==> src/hw/rtl/cakt_pkg.sv <==
package cakt_pkg;

    // stream widths
    localparam int IN_W   = 168;
    localparam int OUT_W  = 56;
    localparam int CFG_W  = 4;

    // storage widths
    localparam int DIR_W  = 64;
    localparam int RAW_W  = 32;
    localparam int MU_W   = 17;
    localparam int RAWE_W = RAW_W + MU_W;

    // 2 * 511000 eV in Q.15
    localparam logic [34:0] MEC2_Q15 = 35'd33488896000;

    // divider step counts
    localparam logic [5:0] Q_STEPS = 6'd29;
    localparam logic [5:0] S_STEPS = 6'd32;

    typedef enum logic [21:0] {
        ST_IDLE  = 22'h000001,
        ST_RD_A  = 22'h000002,
        ST_RD_B  = 22'h000004,
        ST_CAP_B = 22'h000008,
        ST_DOT0  = 22'h000010,
        ST_DOT1  = 22'h000020,
        ST_DOT2  = 22'h000040,
        ST_MU    = 22'h000080,
        ST_PROD  = 22'h000100,
        ST_DEN   = 22'h000200,
        ST_QGO   = 22'h000400,
        ST_QDIV  = 22'h000800,
        ST_SQR   = 22'h001000,
        ST_RAW   = 22'h002000,
        ST_TERM  = 22'h004000,
        ST_ACC   = 22'h008000,
        ST_SRD   = 22'h010000,
        ST_SMUL  = 22'h020000,
        ST_SGO   = 22'h040000,
        ST_SDIV  = 22'h080000,
        ST_EMIT  = 22'h100000,
        ST_SPARE = 22'h200000
    } state_t;

    typedef enum logic [1:0] {
        DOT_MU  = 2'd0,
        DOT_ETA = 2'd1,
        DOT_XI  = 2'd2
    } dot_sel_t;

    // controller to datapath
    typedef struct packed {
        logic       dir_we;
        logic       cap_in;
        logic       dir_re;
        logic [2:0] dir_addr;
        logic       cap_a;
        logic       cap_b;
        logic       dot_first;
        dot_sel_t   dot_sel;
        logic       mu_en;
        logic       prod_en;
        logic       den_en;
        logic       qgo;
        logic       div_step;
        logic       sqr_en;
        logic       raw_en;
        logic       term_en;
        logic       k_clr;
        logic       k_acc;
        logic       raw_re;
        logic [5:0] raw_addr;
        logic       smul_en;
        logic       sgo;
        logic       emit;
        logic [2:0] a;
        logic [2:0] b;
        logic       last;
    } cmd_t;

    // datapath to controller
    typedef struct packed {
        logic is_load;
        logic load_ok;
        logic down_ok;
        logic div_done;
        logic out_free;
    } sts_t;

endpackage

==> src/hw/rtl/cakt_ctrl.sv <==
module cakt_ctrl import cakt_pkg::*; #(
    parameter int MAX_ANGLES = 8
) (
    input  logic             aclk,
    input  logic             aresetn,
    input  logic             s_tvalid,
    output logic             s_tready,
    input  logic             cfg_valid,
    output logic             cfg_ready,
    input  logic [CFG_W-1:0] cfg_data,
    input  sts_t             sts,
    output cmd_t             cmd
);

    state_t     state_reg, state_next;
    logic [3:0] count_reg;
    logic [2:0] a_reg, a_next;
    logic [2:0] b_reg, b_next;
    logic [5:0] idx_reg, idx_next;
    logic [3:0] n_act;
    logic       last_a, last_b;

    // active angle count, clamped to 1..MAX_ANGLES
    always_comb begin
        if (count_reg == 4'd0) begin
            n_act = 4'd1;
        end else if (count_reg > 4'(MAX_ANGLES)) begin
            n_act = 4'(MAX_ANGLES);
        end else begin
            n_act = count_reg;
        end
    end

    assign last_a    = ({1'b0, a_reg} == n_act - 4'd1);
    assign last_b    = ({1'b0, b_reg} == n_act - 4'd1);
    assign s_tready  = (state_reg == ST_IDLE);
    assign cfg_ready = 1'b1;

    // sequencer
    always_comb begin
        state_next   = state_reg;
        a_next       = a_reg;
        b_next       = b_reg;
        idx_next     = idx_reg;
        cmd          = '0;
        cmd.dir_addr = a_reg;
        cmd.raw_addr = idx_reg;
        cmd.a        = a_reg;
        cmd.b        = b_reg;
        cmd.last     = last_a && last_b;
        cmd.dot_sel  = DOT_MU;
        unique case (state_reg)
            ST_IDLE: begin
                if (s_tvalid) begin
                    if (sts.is_load) begin
                        cmd.dir_we = sts.load_ok;
                    end else if (sts.down_ok) begin
                        cmd.cap_in = 1'b1;
                        cmd.k_clr  = 1'b1;
                        a_next     = 3'd0;
                        b_next     = 3'd0;
                        idx_next   = 6'd0;
                        state_next = ST_RD_A;
                    end
                end
            end
            ST_RD_A: begin
                cmd.dir_re = 1'b1;
                state_next = ST_RD_B;
            end
            ST_RD_B: begin
                cmd.cap_a    = 1'b1;
                cmd.dir_re   = 1'b1;
                cmd.dir_addr = b_reg;
                state_next   = ST_CAP_B;
            end
            ST_CAP_B: begin
                cmd.cap_b  = 1'b1;
                state_next = ST_DOT0;
            end
            ST_DOT0: begin
                cmd.dot_first = 1'b1;
                cmd.dot_sel   = DOT_MU;
                state_next    = ST_DOT1;
            end
            ST_DOT1: begin
                cmd.dot_sel = DOT_ETA;
                state_next  = ST_DOT2;
            end
            ST_DOT2: begin
                cmd.dot_sel = DOT_XI;
                state_next  = ST_MU;
            end
            ST_MU: begin
                cmd.mu_en  = 1'b1;
                state_next = ST_PROD;
            end
            ST_PROD: begin
                cmd.prod_en = 1'b1;
                state_next  = ST_DEN;
            end
            ST_DEN: begin
                cmd.den_en = 1'b1;
                state_next = ST_QGO;
            end
            ST_QGO: begin
                cmd.qgo    = 1'b1;
                state_next = ST_QDIV;
            end
            ST_QDIV: begin
                cmd.div_step = 1'b1;
                if (sts.div_done) begin
                    state_next = ST_SQR;
                end
            end
            ST_SQR: begin
                cmd.sqr_en = 1'b1;
                state_next = ST_RAW;
            end
            ST_RAW: begin
                cmd.raw_en = 1'b1;
                state_next = ST_TERM;
            end
            ST_TERM: begin
                cmd.term_en = 1'b1;
                state_next  = ST_ACC;
            end
            ST_ACC: begin
                cmd.k_acc = 1'b1;
                idx_next  = idx_reg + 6'd1;
                if (last_b) begin
                    b_next = 3'd0;
                    if (last_a) begin
                        a_next     = 3'd0;
                        idx_next   = 6'd0;
                        state_next = ST_SRD;
                    end else begin
                        a_next     = a_reg + 3'd1;
                        state_next = ST_RD_A;
                    end
                end else begin
                    b_next     = b_reg + 3'd1;
                    state_next = ST_RD_A;
                end
            end
            ST_SRD: begin
                cmd.raw_re = 1'b1;
                state_next = ST_SMUL;
            end
            ST_SMUL: begin
                cmd.smul_en = 1'b1;
                state_next  = ST_SGO;
            end
            ST_SGO: begin
                cmd.sgo    = 1'b1;
                state_next = ST_SDIV;
            end
            ST_SDIV: begin
                cmd.div_step = 1'b1;
                if (sts.div_done) begin
                    state_next = ST_EMIT;
                end
            end
            ST_EMIT: begin
                if (sts.out_free) begin
                    cmd.emit = 1'b1;
                    idx_next = idx_reg + 6'd1;
                    if (last_b) begin
                        b_next = 3'd0;
                        if (last_a) begin
                            a_next     = 3'd0;
                            state_next = ST_IDLE;
                        end else begin
                            a_next     = a_reg + 3'd1;
                            state_next = ST_SRD;
                        end
                    end else begin
                        b_next     = b_reg + 3'd1;
                        state_next = ST_SRD;
                    end
                end
            end
            default: begin
                state_next = ST_IDLE;
            end
        endcase
    end

    // state and angle counters
    always_ff @(posedge aclk) begin
        if (!aresetn) begin
            state_reg <= ST_IDLE;
            a_reg     <= 3'd0;
            b_reg     <= 3'd0;
            idx_reg   <= 6'd0;
            count_reg <= 4'(MAX_ANGLES);
        end else begin
            state_reg <= state_next;
            a_reg     <= a_next;
            b_reg     <= b_next;
            idx_reg   <= idx_next;
            if (cfg_valid) begin
                count_reg <= cfg_data;
            end
        end
    end

endmodule

==> config.mk <==
export PLATFORM = sky130hd
export DESIGN_NAME = cakt_ctrl
export DESIGN_NICKNAME = d
export VERILOG_FILES = /design/src/hw/rtl/cakt_pkg.sv /design/src/hw/rtl/cakt_ctrl.sv
export SDC_FILE = /design/constraint.sdc
export NUM_CORES = 1
export LEC_CHECK = 0
export ABC_AREA = 1
export ABC_CLOCK_PERIOD_IN_PS = 1700
export BUFFER_PORTS_ARGS = -buffer_cell sky130_fd_sc_hd__buf_2
export CORE_MARGIN = 2
export CORE_UTILIZATION = 49
export CTS_CLUSTER_DIAMETER = 60
export DETAILED_ROUTE_END_ITERATION = 10
export PLACE_DENSITY_LB_ADDON = 0.15
export SYNTH_ARGS = -nofsm -noshare
export SYNTH_HDL_FRONTEND = slang
export SYNTH_SLANG_ARGS = --single-unit
==> constraint.sdc <==
create_clock -name aclk -period 1.7 [get_ports aclk]
set_input_delay 0.255 -clock aclk [delete_from_list [all_inputs] [get_ports aclk]]
set_output_delay 0.255 -clock aclk [all_outputs]
set_load 0.005 [all_outputs]
==> run summary, run 1 <==
The number of remaining DRC errors was 1; the core outline area was 0.00472 mm2. The library cell used most frequently in the layout, excluding fill and tap cells, is sky130_fd_sc_hd__buf_4. After synthesis, the largest family of logic cells by area is simple AND/OR/NAND/NOR gates.

The tightest min-delay check is of the in2reg type. In this run the critical register-to-register path is launched from state_reg[18]$_SDFFE_PN0P_. The synthesized design contains 37 register bits. The worst flop-to-flop path endpoint was state_reg[12]$_SDFFE_PN0P_. For the initial antenna violation count, the log shows 1. In the routed layout, each cell is associated on average with a via count of 5.95.

Between clock sinks in the finished design, the worst skew comes to 13.3 ps. The number of hold-repair buffers added at the cts stage was 0. The area growth from synthesis to layout is 86.8%. Number of flip-flops in the largest register: 21. The setup TNS after final layout is -15090 ps, and the number of antenna cells inserted is 0.

The via count of the first global-routing pass is 2934, and the count of endpoints failing hold in the final timing report is 0. The minimum setup slack among reg-to-reg paths came out at -540 ps. The detailed router finished its first iteration with 394 violations. The tools report the termination of the worst setup path as state_reg[12]$_SDFFE_PN0P_. The critical path goes through nor2_4 -> nand2_2 -> nor2_4 -> nand2_4 -> inv_8 -> nand2_8 -> buf_6 -> buf_4 -> nand3_2 -> nor2_2 -> nand3_4 -> nand2_4 -> nor3_2. The final worst-path setup slack is -535 ps. The detail route stage leaves a number of antenna-violating nets equal to 0. The logs give 597 for the number of cells in the finished layout apart from fillers and 2 for the number of buffers on the longest clock path. The tools report the final worst hold slack as 153 ps. The tools report the type of element launching the critical path as a flop. Power spread over the standard cell area amounts to 981 mW/mm2. Counting flops with an async set or reset pin after synthesis yields a share of 0%. The final reports fail on design-rule violations, negative setup slack. Across every metal layer, demand over resource in global routing totals 30.9%. The family with the most delay on the worst path is simple AND/OR/NAND/NOR gates. The flow ran to the end, but the final reports show violations. In this run, distinct cell masters in the synthesized netlist total 34.

The post-synthesis share of cell area spent on full adders, half adders and majority gates is 2.08%, and the mapped cell area is 0.00241 mm2. The routability-driven placement congestion ratio is 0.910, and the mean instance size in the synthesized netlist is 6.57 um2. Entering global routing, the biggest net connects 26 pins. Clock root buffer master: sky130_fd_sc_hd__clkbuf_8. Count of fill cells added during filler insertion: 123.

The largest stage delay on the critical path is 360 ps, and the fraction of layout instances using a drive strength above 1 is 63.6%. The library cells used most frequently in the layout, excluding fill and tap cells, are 79 x sky130_fd_sc_hd__buf_4, 43 x sky130_fd_sc_hd__nor2_1, 40 x sky130_fd_sc_hd__nand2_1. The first global-routing pass estimated 13.0 mm of wire. The run gives 5 as the number of buffers inserted during clock tree synthesis.

Summing all flip-flop and latch instances after layout gives 762 um2. The initialized floorplan defines 25 standard-cell rows. The count of input and output buffers was 51; the number of cells produced by synthesis was 367. In the synthesized netlist the dominant register cell turns out to be sky130_fd_sc_hd__dfxtp_1.

The floorplan step set the die width to 74.1 um. The slowest stage of the critical path is the sky130_fd_sc_hd__dfxtp_2 cell. Along the worst path, the maximum fanout reaches 4. Once the floorplan was initialized, standard cells occupied 51.0% of the core. The number of nets produced by synthesis was 384. The run gives 0 as the count of final max-slew check failures. Max-cap violations in this run came to 0. The total routed wirelength was 12.7 mm. The final-report setup violation count was 46; the combined area of the multi-input logic cells was 0.00201 mm2. Setup repair after global routing could not meet its margin everywhere. The area enclosed by the die boundary is 0.00550 mm2. The count of nets after finishing was 546; the xor-xnor portion of the synthesized cell area was 2.54%. The first TritonRoute pass finished after 11 iterations. During synthesis, Yosys emitted a total of 0 warnings. For this block, the via count after detailed routing is 3553.

Dividing the final minimum period by the clock period gives 131%. The peak supply drop was 1.01 mV; the later-pin clock latency in the skew report was 330 ps. Share of synthesized cell area in and, or, nand and nor gates: 46.3%. For this design, the sink count on the clock tree is 37.

Based on the critical path, the design can be clocked at up to 447 MHz. After routing the design area is 0.00450 mm2. The logic depth of the worst path, buffers included came out at 13.

The tools report the critical path endpoint category as a flop. The critical path is of the reg2reg type. In this run the cell area measured after placement is 0.00318 mm2. The depth of the CTS H-tree is 2. Subtracting the final worst setup slack from the clock period gives 2240 ps. The synthesized netlist devotes 7.32% of its cell area to compound gates. In this run the tightest slew margin relative to its limit is 60.1%. For the worst setup path, the data required time is 1900 ps. Origin of the worst setup path: state_reg[18]$_SDFFE_PN0P_. 53 I/O pins were placed.

The worst reg2reg path depth is 13, and the detailed placer's ending HPWL is 4.75 mm. After detailed placement, the design holds a cell count of 540. For the static power due to leakage, the log shows 2.30 nW.

For the fraction of the yosys area taken by sequential cells, the log shows 30.7%. The transition time at the pin with the least slew margin is 598 ps. Dividing the detail-routed wire length by the instance count gives 21.3 um.

Summed over all layers, the global routing overflow is 0. The synthesized design contains 0 enable-type register cells. Multiplexer cells account for 0% of the synthesized area. TritonCTS built the clock tree. At the worst endpoint, the arrival time is 2430 ps. The number of buffers and inverters on the critical path is 3. The clock input transition at the sequential cells of the worst setup and hold paths is 100 ps, and the height of the chip is 74.1 um.
## power by group
group | switching [mW] | leakage [nW] | total (mW) | internal [mW]
Combinational | 1.47 | 1.93 | 2.53 | 1.06
Clock | 0.423 | 0.0554 | 0.865 | 0.442
Sequential | 0.0869 | 0.307 | 1.03 | 0.939
## synth_stat cells, types with 6 or more instances
master	count	area, um2
sky130_fd_sc_hd__a21oi_1	10	50.1
sky130_fd_sc_hd__dfxtp_1	37	741
sky130_fd_sc_hd__inv_1	51	191
sky130_fd_sc_hd__inv_2	6	22.5
sky130_fd_sc_hd__nand2_1	70	263
sky130_fd_sc_hd__nand2_2	8	50.1
sky130_fd_sc_hd__nand2_4	10	113
sky130_fd_sc_hd__nand3_1	33	165
sky130_fd_sc_hd__nor2_1	67	251
sky130_fd_sc_hd__nor2_2	9	56.3
sky130_fd_sc_hd__o21ai_0	14	70.1
sky130_fd_sc_hd__xor2_1	7	61.3
## metrics by stage
stage	setup WS [ps]	utilization (%)	total power, mW
after global placement	-165	67.3	2.50
after global routing	-611	95.3	4.52
after floorplan	-116	-	1.97
after detailed placement	-199	67.3	2.54
after CTS	-390	82.6	3.62
final	-535	95.3	4.42
## layout make-up
cell class                 count  share of cell area (%)
clock buffer                   6                    1.61
clock inverter                 2                   0.861
inverter                      61                    5.95
multi-input combinational    265                    44.7
sequential                    37                    16.9
tap                           67                    1.86
timing repair buffer         159                    28.1
## worst reg2reg max path, delay by kind of cell, from the launching register on
| family | cells | cell delay (ps) |
|---|---|---|
| simple gates | 10 | 1330 |
| buf+inv | 3 | 390 |
| flops | 1 | 360 |
## what timing repair did
item,in CTS,in global routing
setup buffers,38,19
pin swaps,32,54
setup endpoints to repair,46,46
endpoints found under the hold margin,0,0
gates resized for setup,112,125
gates cloned,0,0
## worst min-delay path by stage
stage	startpoint	to	slack, ps	cells past startpoint
final	cfg_data[0]	count_reg[0]$_SDFFE_PN0P_	150	3
after global routing	cfg_data[3]	count_reg[3]$_SDFFE_PN1P_	170	3
after CTS	cfg_data[3]	count_reg[3]$_SDFFE_PN1P_	170	3
after detailed placement	cfg_data[3]	count_reg[3]$_SDFFE_PN1P_	470	3
after global placement	cfg_data[3]	count_reg[3]$_SDFFE_PN1P_	470	3
after floorplan	aresetn	state_reg[0]$_SDFFE_PN1P_	320	1
## layer usage
layer | vias up | part of all wire (%) | GRT usage [%] | wire (um)
met5 | - | 0.10 | 0 | 13
met4 | 2 | 8.3 | 13.5 | 1060
met3 | 128 | 9.9 | 5.15 | 1260
met2 | 352 | 47 | 57.7 | 6010
met1 | 1615 | 34 | 34.2 | 4380
li1 | 1456 | - | - | -
## cell families after synthesis
group / after synthesis
simple gates: 221
buf+inv: 65
flops: 37
compound gates: 32
xor+xnor: 7
fa+ha+maj: 4
other cells: 1
Note: power is estimated with default switching activity, not from simulation.
==> run 2: changes to the inputs <==
- CORE_UTILIZATION: 49 -> 45
- GPL_ROUTABILITY_DRIVEN: not set -> 0
==> run summary, run 2 (same netlist as run 1, synthesis figures left out) <==
For this design, the sink count on the clock tree is 37. The register with the most flip-flops in the layout has 21 of them. STA classifies the critical path endpoint as a primary output. For the effective utilization at floorplan, the log shows 46.9%. The floorplan step defined a die boundary enclosing 0.00596 mm2. Required arrival time at the worst endpoint: 1440 ps. In the routed layout, each cell is associated on average with a via count of 5.27. Dividing the final minimum period by the clock period gives 128%.

The peak supply drop is 0.687 mV. The routed layout has 3174 vias. The routed design uses 537 um of met3 wire.

Entering global routing, the biggest net connects 26 pins. In the final routed layout, each cell accounts on average for 16.3 um. The run gives 0 as the residual overflow from global routing. The total routed wirelength is 9.83 mm, and the overall routing resource usage is 27.0%. The I/O pin count was 53; the fraction of layout instances using a drive strength above 1 was 58.8%. First-pass GRT wire length: 13.2 mm.

The most frequent standard cell in the layout excluding fill and tap cells is sky130_fd_sc_hd__buf_4. For the number of rows created at floorplan, the log shows 26. Counting tap cells, the placed design contains a total of 544 instances. The checks that failed: negative setup slack. For the final database, setup skew stands at 15.1 ps. The highest clock rate is 459 MHz. The count of endpoints failing hold in the final timing report is 0, and the number of buffers on the longest clock path is 2. Height of the chip: 77.2 um.

After detailed routing, the wire length on met1 is 3.73 mm. The shortest clock period the worst path allows after layout is 2180 ps, and the count of fill cells added during filler insertion is 292. The clock input transition at the sequential cells of the worst setup and hold paths is 70 ps, and the signal arrival time at the worst endpoint is 1920 ps. The initial antenna violation count was 0. The library cells used most frequently in the layout, excluding fill and tap cells, are 88 x sky130_fd_sc_hd__buf_4, 50 x sky130_fd_sc_hd__nand2_1, 48 x sky130_fd_sc_hd__nor2_1. The number of nets with antenna violations after routing was 0; the via count of the first global-routing pass was 2978.

From left edge to right edge, the die measures 77.2 um. In this run the static leakage power is 2.28 nW. The first-pass iteration count of the detailed router came out at 5. Detailed placement ended at an HPWL of 4.70 mm.

The top layer reached by signal wires was met4. After detailed routing, the number of remaining DRC violations is 0. The relative slew slack came out at 61.9%. After detailed routing, the met2 layer carries 5.06 mm of wire.

Relative to the synthesized area, the layout overhead comes to 78.5%. The tools report the final-report setup violation count as 46. The type of element launching the critical path is a flop.

The combined area of the multi-input logic cells is 0.00183 mm2, and the total power density per cell area is 910 mW/mm2. Across all hold checks on the routed design, the worst slack comes to 178 ps. The count of final max-slew check failures is 0.

Setup repair after global routing could not meet its margin everywhere. The repair_antennas step left the layout with diodes totalling 0. The critical path is of the reg2out type.

The final worst-path setup slack is -480 ps. In the final design database the tool counted 549 nets. The depth of the CTS H-tree was 2. The design draws 3.92 mW.

The later pin in the worst-skew pair is clocked with a latency of 300 ps. In this run the tool buffered the top-level ports with 51 buffer cells. The tool flagged a number of max-cap violations equal to 0. The run gives 0.00514 mm2 as the core outline area. The cell sitting at the root of the clock tree is a sky130_fd_sc_hd__clkbuf_8.

At the pin with the least slew margin, the transition time is 570 ps. The number of violations reported at the end of detailed-routing iteration 0 is 176, and the final standard cell area without fillers is 0.00430 mm2. The tools report the number of cells in the finished layout apart from fillers as 602. The placed instances occupy a cell area of 0.00320 mm2. For the worst setup timing slack at the placement stage, the log shows -255 ps. TritonCTS built the clock tree. The flow ran to the end, but the final reports show violations. The area of all sequential standard cells was 766 um2; the maximum fanout encountered on the critical timing path was 2.

Clock tree synthesis inserted a total of 5 buffers. The path type of the worst min-delay path was in2reg.
-- run 2: final timing paths --
path | start | end | slack, ps | depth (start not counted)
worst max register to register | count_reg[1]$_SDFFE_PN0P_ | idx_reg[4]$_SDFFE_PN0P_ | -390 | 14
worst max-delay path | count_reg[1]$_SDFFE_PN0P_ | cmd[0] | -480 | 9
worst min-delay path | cfg_data[3] | count_reg[3]$_SDFFE_PN1P_ | 180 | 3
worst min register to register | count_reg[0]$_SDFFE_PN0P_ | count_reg[0]$_SDFFE_PN0P_ | 510 | 2
-- run 2: through the flow --
step	util, %	setup TNS (ps)
floorplan	-	-802
global placement	62.3	-1850
detailed placement	62.3	-3250
CTS	76.9	-6820
global route	83.7	-14200
finish	83.7	-10650
-- run 2: final cells by class --
| cell class | instances | area share [%] |
|---|---|---|
| Multi-Input combinational cell | 265 | 42.6 |
| Timing Repair Buffer | 162 | 29.3 |
| Clock buffer | 7 | 2.01 |
| Tap cell | 70 | 2.04 |
| Sequential cell | 37 | 17.8 |
| Inverter | 61 | 6.25 |
-- run 2: critical path, stage by stage (launching register included) --
cell,delay [ps]
sky130_fd_sc_hd__dfxtp_2,320
sky130_fd_sc_hd__o21bai_1,170
sky130_fd_sc_hd__nand2_1,130
sky130_fd_sc_hd__ha_4,300
sky130_fd_sc_hd__xor2_1,160
sky130_fd_sc_hd__nand3_1,140
sky130_fd_sc_hd__nor2_2,150
sky130_fd_sc_hd__nand2_2,80
sky130_fd_sc_hd__inv_2,80
sky130_fd_sc_hd__buf_6,90
-- run 2: report_power, final --
group	internal [mW]	total [mW]	switching, mW
logic	0.973	2.24	1.27
registers	0.937	1.01	0.0753
clock network	0.323	0.665	0.342
-- run 2: what timing repair did --
| action | in CTS | in global routing |
|---|---|---|
| resized for setup | 117 | 67 |
| pin swaps | 34 | 33 |
| buffers inserted | 35 | 19 |
| hold endpoints to repair | 0 | 0 |
| hold buffers | 0 | 0 |
| setup endpoints to repair | 46 | 46 |
-- run 2: per-layer routing --
layer  up-vias  global-route usage (%)
li1       1465                       -
met1      1499                    28.9
met2       160                    51.7
met3        50                    4.47
met4         0                    11.4
met5         -                       0
==> run 3: changes to the inputs <==
- ABC_CLOCK_PERIOD_IN_PS: 1700 -> 2500
- clock period: 1.7 -> 2.5 ns (I/O delays scaled with it)
==> run summary, run 3 (same netlist as run 1, synthesis figures left out) <==
The number of cells in the finished layout apart from fillers was 491. TritonCTS built the clock tree. After legalization and detailed placement, the total HPWL measured 4.14 mm. Fill cells in the final layout number 545. For the worst flop-to-flop path, the logic depth is 11. The number of flip-flops in the largest register is 21, and the cell depth of the worst hold path is 3. The tools report the maximum number of pins on one net before global-route repair as 26.

After detailed placement, the design holds a cell count of 484. From left edge to right edge, the die measures 77.2 um. The number of sinks handled by clock tree synthesis came out at 37.

The fraction of layout instances using a drive strength above 1 is 26.4%, and the transition time at the pin with the least slew margin is 499 ps. The run gives 66.7% as the relative slew slack. Walking the worst path, the cells encountered are o21bai_2 -> nand2_1 -> ha_1 -> xor2_1 -> nand3_1 -> nor2_2 -> nand2_2 -> inv_1 -> buf_2.

After clock tree synthesis, the clock-pin slew on the worst setup and hold paths is 70 ps. The most frequent standard cell in the layout excluding fill and tap cells is sky130_fd_sc_hd__nand2_1. Cells fill 55.0% of the core in the end. The shortest clock period the worst path allows after layout works out to 2410 ps. The first detailed-routing pass ran for 4 iterations.

The tools report the residual overflow from global routing as 0. The worst setup path is of the reg2out kind. On the final layout, the worst clock skew is 8.10 ps.

The path type of the worst min-delay path is in2reg. The initial antenna violation count was 0; the effective utilization at floorplan was 46.9%. The overall power consumption is 1.95 mW. The library cells used most frequently in the layout, excluding fill and tap cells, are 69 x sky130_fd_sc_hd__nand2_1, 66 x sky130_fd_sc_hd__nor2_1, 51 x sky130_fd_sc_hd__inv_1, 51 x sky130_fd_sc_hd__buf_2, 37 x sky130_fd_sc_hd__dfxtp_1. The setup check on the worst reg-to-reg path leaves a slack of 490 ps. Across the VDD grid, the largest voltage drop is 0.428 mV.

In this run the deepest clock path goes through 2 buffers. After layout, the worst setup slack is 94.0 ps. The number of rows created at floorplan came out at 26. Worst flop-to-flop path endpoint: idx_reg[1]$_SDFFE_PN0P_.

The wire length per cell after detailed routing came out at 11.0 um. The count of endpoints failing hold in the final timing report came out at 0. Counting the buffers created by CTS gives 5. The die is 77.2 um tall. The destination of the worst hold path is count_reg[3]$_SDFFE_PN1P_. The run gives 438 as the count of nets after finishing. Of all nets on the critical path, the largest fanout is 6.

Dividing the detail-routed via count by the number of cells gives 4.71. The number of antenna cells inserted is 0, and the number of violations reported at the end of detailed-routing iteration 0 is 109. Setup TNS after final layout: 0 ps. CTS placed an instance of sky130_fd_sc_hd__clkbuf_8 at the clock tree root. Setup repair after global routing left no endpoint under its margin.

The signal arrival time at the worst endpoint is 2030 ps. The clock tree synthesis step divided the H-tree into 2 levels. For the worst setup path, the data required time is 2120 ps. The tools report the highest clock rate as 416 MHz.

The routed design has 5.41 mm of wire. The run gives 0 as the number of nets with antenna violations after routing. For the via count of the first global-routing pass, the log shows 2051. The tool flagged a number of max-cap violations equal to 0. The logs give 317 ps for the worst setup timing slack at the placement stage and 0 for the number of remaining DRC errors.

The area enclosed by the die boundary came out at 0.00596 mm2. After layout, the worst path uses 96.2% of the clock period. The logs give 2312 for the overall via count from detail_route and 0 for the count of final max-slew check failures. Relative to the synthesized area, the layout overhead comes to 17.2%. The type of element launching the critical path is a flop. For this design the static power due to leakage is 1.57 nW.

For this design the ratio of total power to cell area is 690 mW/mm2. The largest stage delay on the critical path was 350 ps; the count of input and output buffers was 51. The worst hold path begins at cfg_data[3]. The worst register-to-register path begins at count_reg[1]$_SDFFE_PN0P_.

The total area inside the core boundary comes to 0.00514 mm2. The later-pin clock latency in the skew report is 290 ps. The flow ran to the end, and the final reports show no timing, DRC or antenna violations.

Overall routing resource usage: 18.2%. For this design the top-level I/O count stands at 53. First-pass GRT wire length: 8.79 mm. Final-report setup violation count: 0. Among all stages on the critical path, the largest delay is contributed by sky130_fd_sc_hd__ha_1. Critical path endpoint category: a primary output.
run 3: cell count changes in the layout (fill, tap and decap cells not counted), moves of 18 or more:
cell	before	now
sky130_fd_sc_hd__inv_1	31	51
sky130_fd_sc_hd__buf_4	88	0
sky130_fd_sc_hd__buf_6	33	0
sky130_fd_sc_hd__nand2_1	50	69
sky130_fd_sc_hd__nor2_1	48	66
run 3: report_power, final:
| group | leakage, nW | switching, mW | total, mW | internal (mW) |
|---|---|---|---|---|
| combinational | 1.23 | 0.539 | 0.837 | 0.298 |
| sequential | 0.300 | 0.0462 | 0.683 | 0.636 |
| clock | 0.0443 | 0.213 | 0.432 | 0.219 |
| total | 1.57 | 0.798 | 1.95 | 1.15 |
run 3: cell type report:
type | count | area [um2] | area share [%]
tap | 70 | 87.6 | 3.10
inverter | 61 | 239 | 8.46
clock buffer | 7 | 86.3 | 3.05
multi-input combinational | 265 | 1420 | 50.2
sequential | 37 | 741 | 26.2
timing repair buffer | 51 | 255 | 9.03
run 3: stage by stage:
step,hold WS [ps],area (um2)
6_report,295,2830
5_1_grt,310,2830
4_1_cts,290,2820
3_5_place_dp,485,2730
3_3_place_gp,478,2730
2_1_floorplan,444,2410
run 3: critical path: cells and delay by family (launching register included):
family / cells / cell delay [ps]
simple gates: 4 / 520
fa+ha+maj: 1 / 350
flops: 1 / 340
buf+inv: 2 / 210
compound gates: 1 / 170
xor+xnor: 1 / 160
run 3: worst max path at each step:
| stage | from | to | slack [ps] | cells after the start |
|---|---|---|---|---|
| final | count_reg[1]$_SDFFE_PN0P_ | cmd[0] | 90 | 9 |
| after global placement | count_reg[2]$_SDFFE_PN0P_ | cmd[0] | 390 | 9 |
| after global routing | count_reg[1]$_SDFFE_PN0P_ | cmd[0] | 10 | 9 |
| after CTS | count_reg[2]$_SDFFE_PN0P_ | cmd[0] | 10 | 9 |
| after floorplan | count_reg[1]$_SDFFE_PN0P_ | cmd[0] | 620 | 8 |
| after detailed placement | count_reg[2]$_SDFFE_PN0P_ | cmd[0] | 320 | 9 |
run 3: timing repair:
item | 4_1_cts | 5_1_grt
resized for setup | 1 | 2
buffers inserted | 0 | 0
hold buffers | 0 | 0
endpoints found under the setup margin | 1 | 1
run 3: metal layers:
| layer | part of all wire, % | GRT usage [%] | up-vias |
|---|---|---|---|
| li1 | - | - | 1245 |
| met3 | 3.9 | 4.12 | 7 |
| met4 | 1.1 | 5.18 | 0 |
| met5 | 0 | 0 | - |
| met2 | 48 | 31.7 | 42 |
| met1 | 47 | 22.3 | 1018 |
